## src/rtl/assert_macros.svh

```systemverilog
// Assertion helpers shared by the scheduler RTL.
// Every macro samples on the rising edge of clk and is disabled while rst_n is low.
`ifndef ASSERT_MACROS_SVH
`define ASSERT_MACROS_SVH

// The condition holds at every clock edge outside reset.
`define PSCH_ASSERT_ALWAYS(lbl, cond, msg) \
    lbl: assert property (@(posedge clk) disable iff (!rst_n) (cond)) else $error(msg);

// The consequent holds at the same edge as the antecedent.
`define PSCH_ASSERT_IMPL(lbl, ante, cons, msg) \
    lbl: assert property (@(posedge clk) disable iff (!rst_n) (ante) |-> (cons)) \
        else $error(msg);

// The consequent holds at the edge after the antecedent.
`define PSCH_ASSERT_NEXT(lbl, ante, cons, msg) \
    lbl: assert property (@(posedge clk) disable iff (!rst_n) (ante) |=> (cons)) \
        else $error(msg);

`endif

```

## src/rtl/psch_pkg.sv

```systemverilog
`default_nettype none

package psch_pkg;

    localparam int MAX_TASKS_DEF     = 16;
    localparam int PRIORITY_BITS_DEF = 8;

    localparam int TIME_W      = 32;
    localparam int BURST_W     = 16;
    localparam int IN_PRIO_W   = 8;
    localparam int SLOT_PORT_W = 4;

    localparam logic CMD_ADD  = 1'b0;
    localparam logic CMD_TICK = 1'b1;

    typedef enum logic [1:0] {
        ST_IDLE,
        ST_SCAN,
        ST_UPDATE
    } state_t;

    // Broadcast from the controller to every slot cell.
    typedef struct packed {
        logic add_en;
        logic dec_en;
    } cell_ctl_t;

    // Flags of the candidate that travels along the cell chain.
    typedef struct packed {
        logic found;
        logic last;
    } cand_flags_t;

endpackage

`default_nettype wire

```

## src/rtl/psch_cell.sv

```systemverilog
`default_nettype none

module psch_cell
    import psch_pkg::*;
#(
    parameter int MAX_TASKS     = MAX_TASKS_DEF,
    parameter int PRIORITY_BITS = PRIORITY_BITS_DEF,
    parameter int CELL_INDEX    = 0,
    localparam int SLOT_W = $clog2(MAX_TASKS),
    localparam int CNT_W  = $clog2(MAX_TASKS + 1)
) (
    input  wire                      clk,
    input  wire                      rst_n,
    input  cell_ctl_t                ctl,
    input  wire  [CNT_W-1:0]         task_count,
    input  wire  [SLOT_W-1:0]        wr_idx,
    input  wire  [TIME_W-1:0]        wr_due,
    input  wire  [BURST_W-1:0]       wr_burst,
    input  wire  [PRIORITY_BITS-1:0] wr_prio,
    input  wire  [SLOT_W-1:0]        dec_idx,
    input  cand_flags_t              flags_in,
    input  wire  [PRIORITY_BITS-1:0] prio_in,
    input  wire  [SLOT_W-1:0]        idx_in,
    input  wire  [TIME_W-1:0]        due_in,
    output cand_flags_t              flags_out,
    output logic [PRIORITY_BITS-1:0] prio_out,
    output logic [SLOT_W-1:0]        idx_out,
    output logic [TIME_W-1:0]        due_out
);

    // Slot contents. The due value is arrival plus burst, so the waiting time
    // at completion is a single subtraction from the finish time.
    logic [TIME_W-1:0]        due_reg,  due_next;
    logic [BURST_W-1:0]       rem_reg,  rem_next;
    logic [PRIORITY_BITS-1:0] prio_reg, prio_next;

    // Candidate stage handed to the next cell.
    cand_flags_t              cflags_reg, cflags_next;
    logic [PRIORITY_BITS-1:0] cprio_reg,  cprio_next;
    logic [SLOT_W-1:0]        cidx_reg,   cidx_next;
    logic [TIME_W-1:0]        cdue_reg,   cdue_next;

    logic used;
    logic take;

    assign used = CNT_W'(CELL_INDEX) < task_count;
    assign take = used && (rem_reg != '0) && (!flags_in.found || (prio_reg < prio_in));

    always_comb
    begin
        due_next  = due_reg;
        rem_next  = rem_reg;
        prio_next = prio_reg;
        if (ctl.add_en && (wr_idx == SLOT_W'(CELL_INDEX)))
        begin
            due_next  = wr_due;
            rem_next  = wr_burst;
            prio_next = wr_prio;
        end
        else if (ctl.dec_en && (dec_idx == SLOT_W'(CELL_INDEX)))
        begin
            rem_next = rem_reg - BURST_W'(1);
        end
    end

    always_comb
    begin
        if (take)
        begin
            cflags_next.found = 1'b1;
            cflags_next.last  = (rem_reg == BURST_W'(1));
            cprio_next        = prio_reg;
            cidx_next         = SLOT_W'(CELL_INDEX);
            cdue_next         = due_reg;
        end
        else
        begin
            cflags_next = flags_in;
            cprio_next  = prio_in;
            cidx_next   = idx_in;
            cdue_next   = due_in;
        end
    end

    always_ff @(posedge clk)
    begin
        due_reg   <= due_next;
        rem_reg   <= rem_next;
        prio_reg  <= prio_next;
        cprio_reg <= cprio_next;
        cidx_reg  <= cidx_next;
        cdue_reg  <= cdue_next;
    end

    always_ff @(posedge clk or negedge rst_n)
    begin
        if (!rst_n)
        begin
            cflags_reg <= '0;
        end
        else
        begin
            cflags_reg <= cflags_next;
        end
    end

    assign flags_out = cflags_reg;
    assign prio_out  = cprio_reg;
    assign idx_out   = cidx_reg;
    assign due_out   = cdue_reg;

endmodule

`default_nettype wire

```

## src/rtl/preemptive_priority_scheduler_top.sv

```systemverilog
// Preemptive priority scheduler. A transaction is taken when start is high and busy is low;
// every transaction produces exactly one result, shown for a single cycle with done high,
// and the receiver cannot stall it, so it must capture the result in that cycle. An add's
// result appears in the cycle after the transaction and busy stays low. A tick's result
// is produced as follows: the best candidate is carried through the row of slot cells one
// cell per cycle, then the update state decrements the winner, advances the time and
// loads the result registers. Busy is high in the scan and update states and drops in the
// cycle the result is shown, so no new transaction is taken before that cycle.
`default_nettype none
`include "assert_macros.svh"

module preemptive_priority_scheduler_top
    import psch_pkg::*;
#(
    parameter int MAX_TASKS     = MAX_TASKS_DEF,
    parameter int PRIORITY_BITS = PRIORITY_BITS_DEF
) (
    input  wire                    clk,
    input  wire                    rst_n,
    input  wire                    start,
    output logic                   busy,
    input  wire                    command,
    input  wire  [BURST_W-1:0]     burst_time,
    input  wire  [IN_PRIO_W-1:0]   task_priority,
    output logic                   done,
    output logic [SLOT_PORT_W-1:0] task_slot,
    output logic                   table_full,
    output logic                   idle,
    output logic                   finished,
    output logic [TIME_W-1:0]      waiting_time
);

    localparam int SLOT_W = $clog2(MAX_TASKS);
    localparam int CNT_W  = $clog2(MAX_TASKS + 1);

    state_t            state_reg, state_next;
    logic [SLOT_W-1:0] step_reg,  step_next;
    logic [TIME_W-1:0] time_reg,  time_next;
    logic [CNT_W-1:0]  count_reg, count_next;

    logic                   done_reg,  done_next;
    logic [SLOT_PORT_W-1:0] slot_reg,  slot_next;
    logic                   full_reg,  full_next;
    logic                   idle_reg,  idle_next;
    logic                   fin_reg,   fin_next;
    logic [TIME_W-1:0]      wait_reg,  wait_next;

    logic accept;
    logic add_go;
    logic tick_go;
    logic is_full;

    cell_ctl_t                ctl;
    logic [PRIORITY_BITS-1:0] wr_prio;
    logic [TIME_W-1:0]        wr_due;

    cand_flags_t              chain_flags [MAX_TASKS+1];
    logic [PRIORITY_BITS-1:0] chain_prio  [MAX_TASKS+1];
    logic [SLOT_W-1:0]        chain_idx   [MAX_TASKS+1];
    logic [TIME_W-1:0]        chain_due   [MAX_TASKS+1];

    assign busy    = (state_reg != ST_IDLE);
    assign accept  = start && !busy;
    assign add_go  = accept && (command == CMD_ADD);
    assign tick_go = accept && (command == CMD_TICK);
    assign is_full = (count_reg == CNT_W'(MAX_TASKS));

    assign wr_prio = PRIORITY_BITS'(task_priority);
    assign wr_due  = time_reg + TIME_W'(burst_time);

    // The head of the chain starts with no candidate.
    assign chain_flags[0] = '0;
    assign chain_prio[0]  = '0;
    assign chain_idx[0]   = '0;
    assign chain_due[0]   = '0;

    for (genvar i = 0; i < MAX_TASKS; i++)
    begin : g_cell
        psch_cell #(
            .MAX_TASKS     (MAX_TASKS),
            .PRIORITY_BITS (PRIORITY_BITS),
            .CELL_INDEX    (i)
        ) u_cell (
            .clk        (clk),
            .rst_n      (rst_n),
            .ctl        (ctl),
            .task_count (count_reg),
            .wr_idx     (count_reg[SLOT_W-1:0]),
            .wr_due     (wr_due),
            .wr_burst   (burst_time),
            .wr_prio    (wr_prio),
            .dec_idx    (chain_idx[MAX_TASKS]),
            .flags_in   (chain_flags[i]),
            .prio_in    (chain_prio[i]),
            .idx_in     (chain_idx[i]),
            .due_in     (chain_due[i]),
            .flags_out  (chain_flags[i+1]),
            .prio_out   (chain_prio[i+1]),
            .idx_out    (chain_idx[i+1]),
            .due_out    (chain_due[i+1])
        );
    end

    // Next state.
    always_comb
    begin
        state_next = state_reg;
        case (state_reg)
            ST_IDLE:
            begin
                if (tick_go)
                begin
                    state_next = ST_SCAN;
                end
            end
            ST_SCAN:
            begin
                if (step_reg == SLOT_W'(MAX_TASKS - 1))
                begin
                    state_next = ST_UPDATE;
                end
            end
            ST_UPDATE:
            begin
                state_next = ST_IDLE;
            end
            default:
            begin
                state_next = ST_IDLE;
            end
        endcase
    end

    // Outputs and datapath updates.
    always_comb
    begin
        ctl.add_en = add_go && !is_full;
        ctl.dec_en = 1'b0;
        step_next  = '0;
        time_next  = time_reg;
        count_next = count_reg;
        done_next  = 1'b0;
        slot_next  = '0;
        full_next  = 1'b0;
        idle_next  = 1'b0;
        fin_next   = 1'b0;
        wait_next  = '0;

        if (add_go)
        begin
            done_next = 1'b1;
            full_next = is_full;
            if (!is_full)
            begin
                slot_next  = SLOT_PORT_W'(count_reg);
                count_next = count_reg + CNT_W'(1);
            end
        end

        case (state_reg)
            ST_IDLE:
            begin
            end
            ST_SCAN:
            begin
                step_next = step_reg + SLOT_W'(1);
            end
            ST_UPDATE:
            begin
                // The tail of the chain now holds the winner over all slots.
                done_next  = 1'b1;
                time_next  = time_reg + TIME_W'(1);
                ctl.dec_en = chain_flags[MAX_TASKS].found;
                idle_next  = !chain_flags[MAX_TASKS].found;
                if (chain_flags[MAX_TASKS].found)
                begin
                    slot_next = SLOT_PORT_W'(chain_idx[MAX_TASKS]);
                    if (chain_flags[MAX_TASKS].last)
                    begin
                        fin_next  = 1'b1;
                        wait_next = time_reg + TIME_W'(1) - chain_due[MAX_TASKS];
                    end
                end
            end
            default:
            begin
            end
        endcase
    end

    always_ff @(posedge clk or negedge rst_n)
    begin
        if (!rst_n)
        begin
            state_reg <= ST_IDLE;
            step_reg  <= '0;
            time_reg  <= '0;
            count_reg <= '0;
            done_reg  <= 1'b0;
        end
        else
        begin
            state_reg <= state_next;
            step_reg  <= step_next;
            time_reg  <= time_next;
            count_reg <= count_next;
            done_reg  <= done_next;
        end
    end

    always_ff @(posedge clk)
    begin
        slot_reg <= slot_next;
        full_reg <= full_next;
        idle_reg <= idle_next;
        fin_reg  <= fin_next;
        wait_reg <= wait_next;
    end

    assign done         = done_reg;
    assign task_slot    = slot_reg;
    assign table_full   = full_reg;
    assign idle         = idle_reg;
    assign finished     = fin_reg;
    assign waiting_time = wait_reg;

    `PSCH_ASSERT_ALWAYS(a_count_range, count_reg <= CNT_W'(MAX_TASKS), "task count past table size")
    `PSCH_ASSERT_IMPL(a_result_flags, done, $countones({table_full, idle, finished}) <= 1, "conflicting result flags")
    `PSCH_ASSERT_NEXT(a_update_result, state_reg == ST_UPDATE, done && (time_reg == $past(time_reg) + TIME_W'(1)), "tick did not complete")
    `PSCH_ASSERT_NEXT(a_add_count, ctl.add_en, count_reg == $past(count_reg) + CNT_W'(1), "add did not take a slot")

endmodule

`default_nettype wire

```

## config.mk

```make
export PLATFORM = sky130hd
export DESIGN_NAME = preemptive_priority_scheduler_top
export DESIGN_NICKNAME = d
export VERILOG_FILES = /design/src/rtl/psch_pkg.sv /design/src/rtl/psch_cell.sv /design/src/rtl/preemptive_priority_scheduler_top.sv
export VERILOG_INCLUDE_DIRS = /design/src /design/src/rtl
export SDC_FILE = /design/constraint.sdc
export NUM_CORES = 2
export LEC_CHECK = 0
export BUFFER_PORTS_ARGS = -buffer_cell sky130_fd_sc_hd__buf_2
export CORE_MARGIN = 5
export CORE_UTILIZATION = 35
export DETAILED_ROUTE_END_ITERATION = 6
export MAX_ROUTING_LAYER = met4
export SLEW_MARGIN = 20
export SYNTH_ARGS = -nofsm -noshare
export SYNTH_HDL_FRONTEND = slang
export SYNTH_SLANG_ARGS = --single-unit
```

## constraint.sdc

```tcl
create_clock -name clk -period 8.9 [get_ports clk]
set_input_delay 0.445 -clock clk [delete_from_list [all_inputs] [get_ports clk]]
set_output_delay 0.445 -clock clk [all_outputs]
set_load 0.03 [all_outputs]
```

; ---- After elaboration in Yosys (flattened, before gate mapping)
; Cells that the tools add are included.
[totals]
regBits = 1692
inputBits = 28
out_inout_bits = 41
wordCells = 472
[classes]
n_addsub = 21
n_lt_le_gt_ge = 31
n_eq_ne = 52
n_mux = 90
bitwise_logic = 2
reduce_logical = 140
[ops]
columns = cell, n
row1 = $mux W16, 32
row2 = $mux W32, 15
row3 = $eq A16 B1 Y1 const B, 16
row4 = $reduce_bool A16 Y1, 16
row5 = $sub A16 B1 Y16 const B, 16
row6 = $lt A8 B8 Y1, 15
row7 = $mux W8, 14
row8 = $eq A4 B4 Y1 const B, 17
row9 = $logic_and A1 B1 Y1, 67
row10 = $lt A4 B5 Y1 const A, 8
row11 = $mux W2, 18
row12 = $reduce_bool A2 Y1, 17
row13 = $add A32 B1 Y32 const B, 1
row14 = $add A32 B16 Y32, 1
row15 = $eq A4 B3 Y1 const B, 8
row16 = $sub A32 B32 Y32, 1
row17 = $lt A3 B5 Y1 const A, 4
row18 = $mux W4, 5
row19 = $logic_not A1 Y1, 18
row20 = $eq A4 B2 Y1 const B, 4
row21 = $logic_or A1 B1 Y1, 15
row22 = $lt A1 B5 Y1 const A, 2
row23 = $lt A2 B5 Y1 const A, 2
row24 = $eq A4 B1 Y1 const B, 2
row25 = other kinds (13), 22

; ---- Logic depth before layout (Yosys ltp)
[depth]
word_depth = 7
ltp_mapped = 16
depth_no_buf = 15

; ---- By module
; From an unflattened synthesis, not the netlist that was laid out.
[unflattened]
hier_cells = 4906
hier_area_um2 = 69361.5
[by_module_without_submodules]
columns = module, instances, cells_per_inst, area_per_inst_um2, seq_area_each_um2
row1 = preemptive_priority_scheduler_top, 1, 765, 6343.6, 1881.8
row2 = psch_cell at g_cell[15].u_cell, 1, 261, 4058.9, 2612.5
row3 = psch_cell at g_cell[8].u_cell, 1, 260, 4023.9, 2612.5
row4 = psch_cell at g_cell[1].u_cell, 1, 258, 4021.4, 2612.5
row5 = psch_cell at g_cell[4].u_cell, 1, 260, 4015.1, 2612.5
row6 = psch_cell at g_cell[9].u_cell, 1, 260, 4007.6, 2612.5
row7 = psch_cell at g_cell[6].u_cell, 1, 259, 4005.1, 2612.5
row8 = psch_cell at g_cell[5].u_cell, 1, 263, 3992.6, 2612.5
row9 = psch_cell at g_cell[7].u_cell, 1, 258, 3988.8, 2612.5
row10 = psch_cell at g_cell[2].u_cell, 1, 258, 3982.6, 2612.5
row11 = psch_cell at g_cell[0].u_cell, 1, 258, 3856.2, 2612.5
row12 = psch_cell at g_cell[10].u_cell, 1, 258, 3854.9, 2612.5
row13 = psch_cell at g_cell[12].u_cell, 1, 260, 3851.2, 2612.5
row14 = psch_cell at g_cell[14].u_cell, 1, 257, 3849.9, 2612.5
row15 = 3 more rows, n/a, n/a, n/a, n/a

; ---- Worst setup path before layout
; OpenSTA, ideal clock, no wires.
[synth_path]
path_type = flip-flop to flip-flop
startpoint = register time_reg[0]
endpoint = register wait_reg[31], in the netlist waiting_time[31]
setup_time_ns = 0.132
arrival_ns = 3.773
required_time_ns = 8.768
path_slack_ns = 4.994
stages_incl_launch_ff = 16
path_buffers = 1
synth_period_minus_slack_ns = 3.906
cell_sequence = dfrtp_1 > ha_1 > nand3_1 > nor3_1 > nand3_1 > or2_2 > nor2_1 > xor2_1 > ha_1 > clkbuf_1 > nand2_1 > nor3_1 > a21bo_2 > a2111oi_0 > or3_1 > a21oi_1
[synth_via]
elab_chain_cells = 2
[synth_rtl]
columns = item, line
row1 = "start, declared", preemptive_priority_scheduler_top.sv:38  ; logic [TIME_W-1:0] time_reg, time_next;
row2 = "start signal, assigned", preemptive_priority_scheduler_top.sv:205  ; time_reg <= time_next;
row3 = $add A32 B1 Y32, preemptive_priority_scheduler_top.sv:181  ; wait_next = time_reg + TIME_W'(1) - chain_due[MAX_TASKS];
row4 = $sub A32 B32 Y32, preemptive_priority_scheduler_top.sv:181
row5 = "end signal, assigned", preemptive_priority_scheduler_top.sv:217  ; wait_reg <= wait_next;
row6 = "end, declared", preemptive_priority_scheduler_top.sv:46  ; logic [TIME_W-1:0] wait_reg, wait_next;
; Every way passes these cells.
; A chain may end at the register's enable or synchronous reset.

; ---- Final worst setup path
; Same ends and word-level chain as after synthesis.

==> results.cfg <==
[clocking]
number_of_buffers_on_the_longest_clock_path = 3
clock_sinks = 1692
ctsHtreeMaxLevel = 4
cts_made_buffers = 169
cts.repair_timing.setup_buffer_count = 0
clk_transition_reported_paths_ns = 0.06
cts-root-buf = sky130_fd_sc_hd__clkbuf_16
clk_latency_ns = 0.82
cts_resized = 0
tritoncts = yes

[routing]
post_drt_wl_per_cell_um = 20.7
antenna_violating_nets_post_route = 0
routed_wirelength_mm = 159
post_drt_via_cell_ratio = 4.84
remaining_drc_errors = 0
detailedRoute.firstIterationViolations = 2698
drt-pass1-iter-count = 5
routed-via-count = 37100

[setup_path]
setup.worst_path.start_class = register
worst_r2r_startpoint = time_reg[0]
crit_path_class = reg -> reg
sequence_of_cells_on_the_critical_path = ha_1, nand3_1, nor3_1, nand3_1, or2_2, nor2_1, xor2_1, ha_1, nand2_1, nor3_1, a21bo_2, a2111oi_0, o21ai_0, a21oi_1
rr_endpoint = waiting_time[31]
cp_slowest_cell = sky130_fd_sc_hd__nor3_1
cp_data_required_time_ns = 9.64
timing.critical_path.to_type = register
timing.reg2reg.setup_slack_ns = 4.19
crit_arrival_ns = 5.46
timing.critical_path.buf_inv = 0
cp_slowest_stage_delay_ns = 0.78
ff2ff_path_depth = 14
worstPathMaxFanout = 8
critical-path-top-delay-family = simple AND/OR/NAND/NOR gates
worstSetupStartpoint = time_reg[0]

[yosys]
yosys.area_share.adder_pct = 3.94
yosysWarningCount = 0
ys_top_cells_by_area = sky130_fd_sc_hd__edfxtp_1, sky130_fd_sc_hd__dfxtp_1, sky130_fd_sc_hd__mux2_2, sky130_fd_sc_hd__ha_1, sky130_fd_sc_hd__dfrtp_1
mapped_area_mm2 = 0.0661
compound_gate_portion_of_the_synthesized_area_pct = 5.16
yosysTopAreaCell = sky130_fd_sc_hd__edfxtp_1
synth-edff-count = 896
synth_flop_cell = sky130_fd_sc_hd__edfxtp_1
largest_family_of_logic_cells_by_synthesized_area = multiplexers
syn_inst = 4893
mappedNetlistNets = 5128
synthSimpleGateAreaFrac_pct = 8.08
yosysSeqAreaShare_pct = 65.4
syn_area_per_cell_um2 = 13.5
synth-xor-area-share_pct = 4.21
ys_types = 79
synth.mux.area_fraction_pct = 10.5
ys_ff_latch = 1692
async_flop_share_pct = 4.49
post-synth-top-area-fraction_pct = 40.7

[finish]
fillerInstances = 17400
finalNetCount = 5269
area_growth_syn_to_layout_pct = 14.4
final_core_util_pct = 40.3
mostFrequentLayoutCells = sky130_fd_sc_hd__edfxtp_1, sky130_fd_sc_hd__dfxtp_1, sky130_fd_sc_hd__mux2_2
post_route_cells_drive_above_1_share_pct = 21.7
most_frequent_standard_cell_in_the_layout_excluding_fill_and_tap_cells = sky130_fd_sc_hd__edfxtp_1
layoutNonFillerInstCount = 7677

[min_path]
worstHoldPathType = in -> reg
hold_path_depth = 1
min-delay-start = task_priority[7]
min_delay_worst_endpoint = g_cell[13].u_cell.prio_reg[7]

[grt]
grt_start_max_net_pins = 67
grt_pass1_vias = 37700
groute.usage.overall_pct = 16.3
grt_first_pass_wirelength_mm = 237
gr-total-overflow = 0
antenna_violations_before_repair = 11

[floorplan]
starting_density_pct = 35.2
die_area_mm2 = 0.198
placement_rows = 159
die_x_um = 445
die_h_um = 445
io_pins = 69
area_of_the_placeable_core_mm2 = 0.188

[timing]
clock.fmax_mhz = 212
min_period_over_period_pct = 52.9
worst_slew_margin_rel_pct = 27.1
finalCriticalPeriod_ns = 4.71
finalMaxSlewViolations = 0
setup-violations-final = 0
timing_hold_violations_final = 0
fin_skew_ns = 0.0489
worst-slew-pin-transition_ns = 1.09
grt_setup_unrepaired = no
timing.final.ws_setup_ns = 4.19
final.setup.tns_ns = 0

[power]
vdd.ir_drop.worst_v = 0.000208
power.static_leakage_uw = 0.0289
report.power.total_uw = 22600
power.density_cell_area_mw_per_mm2 = 299

[outcome]
run_status = finished clean

[place]
dp_cells = 7355
buffer_ports.inserted = 68
detailedPlace.worstSlack_ns = 4.12
gpl.final_weighted_congestion = 0.820
post_dp_hpwl_mm = 94.7

[job]
maxCapViolCount = 0
power breakdown:
group	switching [uW]	internal (uW)	total, uW	leakage, uW
clock network	3140	4370	7510	0.00294
logic	2370	2290	4670	0.0105
registers	587	9850	10400	0.0154
total	6100	16500	22600	0.0289
area by class of cell:
| type | instances | area (um2) | share of cell area [%] |
|---|---|---|---|
| Tap cell | 2495 | 3120 | 4.13 |
| Clock buffer | 243 | 5020 | 6.64 |
| Clock inverter | 72 | 1010 | 1.33 |
| Sequential cell | 1692 | 43200 | 57.2 |
| Multi-Input combinational cell | 2799 | 21400 | 28.3 |
| Antenna cell | 4 | 10.0 | 0.0132 |
| Timing Repair Buffer | 159 | 1030 | 1.37 |
| Inverter | 213 | 802 | 1.06 |
synthesized netlist by cell type (76+ instances only):
| cell type | instances |
|---|---|
| sky130_fd_sc_hd__a21oi_1 | 310 |
| sky130_fd_sc_hd__clkbuf_1 | 113 |
| sky130_fd_sc_hd__dfrtp_1 | 76 |
| sky130_fd_sc_hd__dfxtp_1 | 720 |
| sky130_fd_sc_hd__edfxtp_1 | 896 |
| sky130_fd_sc_hd__ha_1 | 205 |
| sky130_fd_sc_hd__inv_1 | 213 |
| sky130_fd_sc_hd__mux2_2 | 520 |
| sky130_fd_sc_hd__nand2_1 | 233 |
| sky130_fd_sc_hd__nor2_1 | 409 |
| sky130_fd_sc_hd__xnor2_1 | 215 |
| sky130_fd_sc_hd__xor2_1 | 103 |
metrics by stage:
stage / hold slack, ns / cell area (um2)
after floorplan: 0.149 / 66100
after global placement: 0.394 / 69500
after detailed placement: 0.391 / 69500
after CTS: 0.0114 / 75600
after global routing: 0.0369 / 75600
final: 0.0726 / 75600
worst register-to-register path, delay by kind of cell, from the launching register on:
kind,cells,cell delay (ns)
and+or+nand+nor,7,2.33
AOI/OAI and AO/OA,4,1.13
adders and majority gates,2,0.68
DFF,1,0.43
xor gates and xnor gates,1,0.09
cells by family after synthesis:
kind of cell               Yosys count
AOI/OAI and AO/OA                  572
xor gates and xnor gates           318
adders and majority gates          207
buffers and inverters              402
DFF                               1692
muxes                              596
and+or+nand+nor                   1106
worst max path at each step:
stage	end	slack (ns)	cells past startpoint
global placement	waiting_time[31]	4.16	14
detailed placement	waiting_time[31]	4.12	14
floorplan	waiting_time[31]	4.99	15
CTS	waiting_time[31]	4.12	14
global route	waiting_time[31]	3.60	14
finish	waiting_time[31]	4.19	14
metal layers:
| layer | routed length, um | track usage [%] | vias up |
|---|---|---|---|
| li1 | - | - | 17600 |
| met1 | 73300 | 21.5 | 18500 |
| met2 | 74000 | 25.9 | 739 |
| met3 | 6850 | 2.59 | 259 |
| met4 | 4460 | 4.88 | 0 |
| met5 | 0 | - | - |
repair_timing:
action                                  4_1_cts  5_1_grt
endpoints found under the hold margin        34        0
hold buffers                                  3        0
endpoints found under the setup margin        0        0
Note: power is estimated with default switching activity, not from simulation.
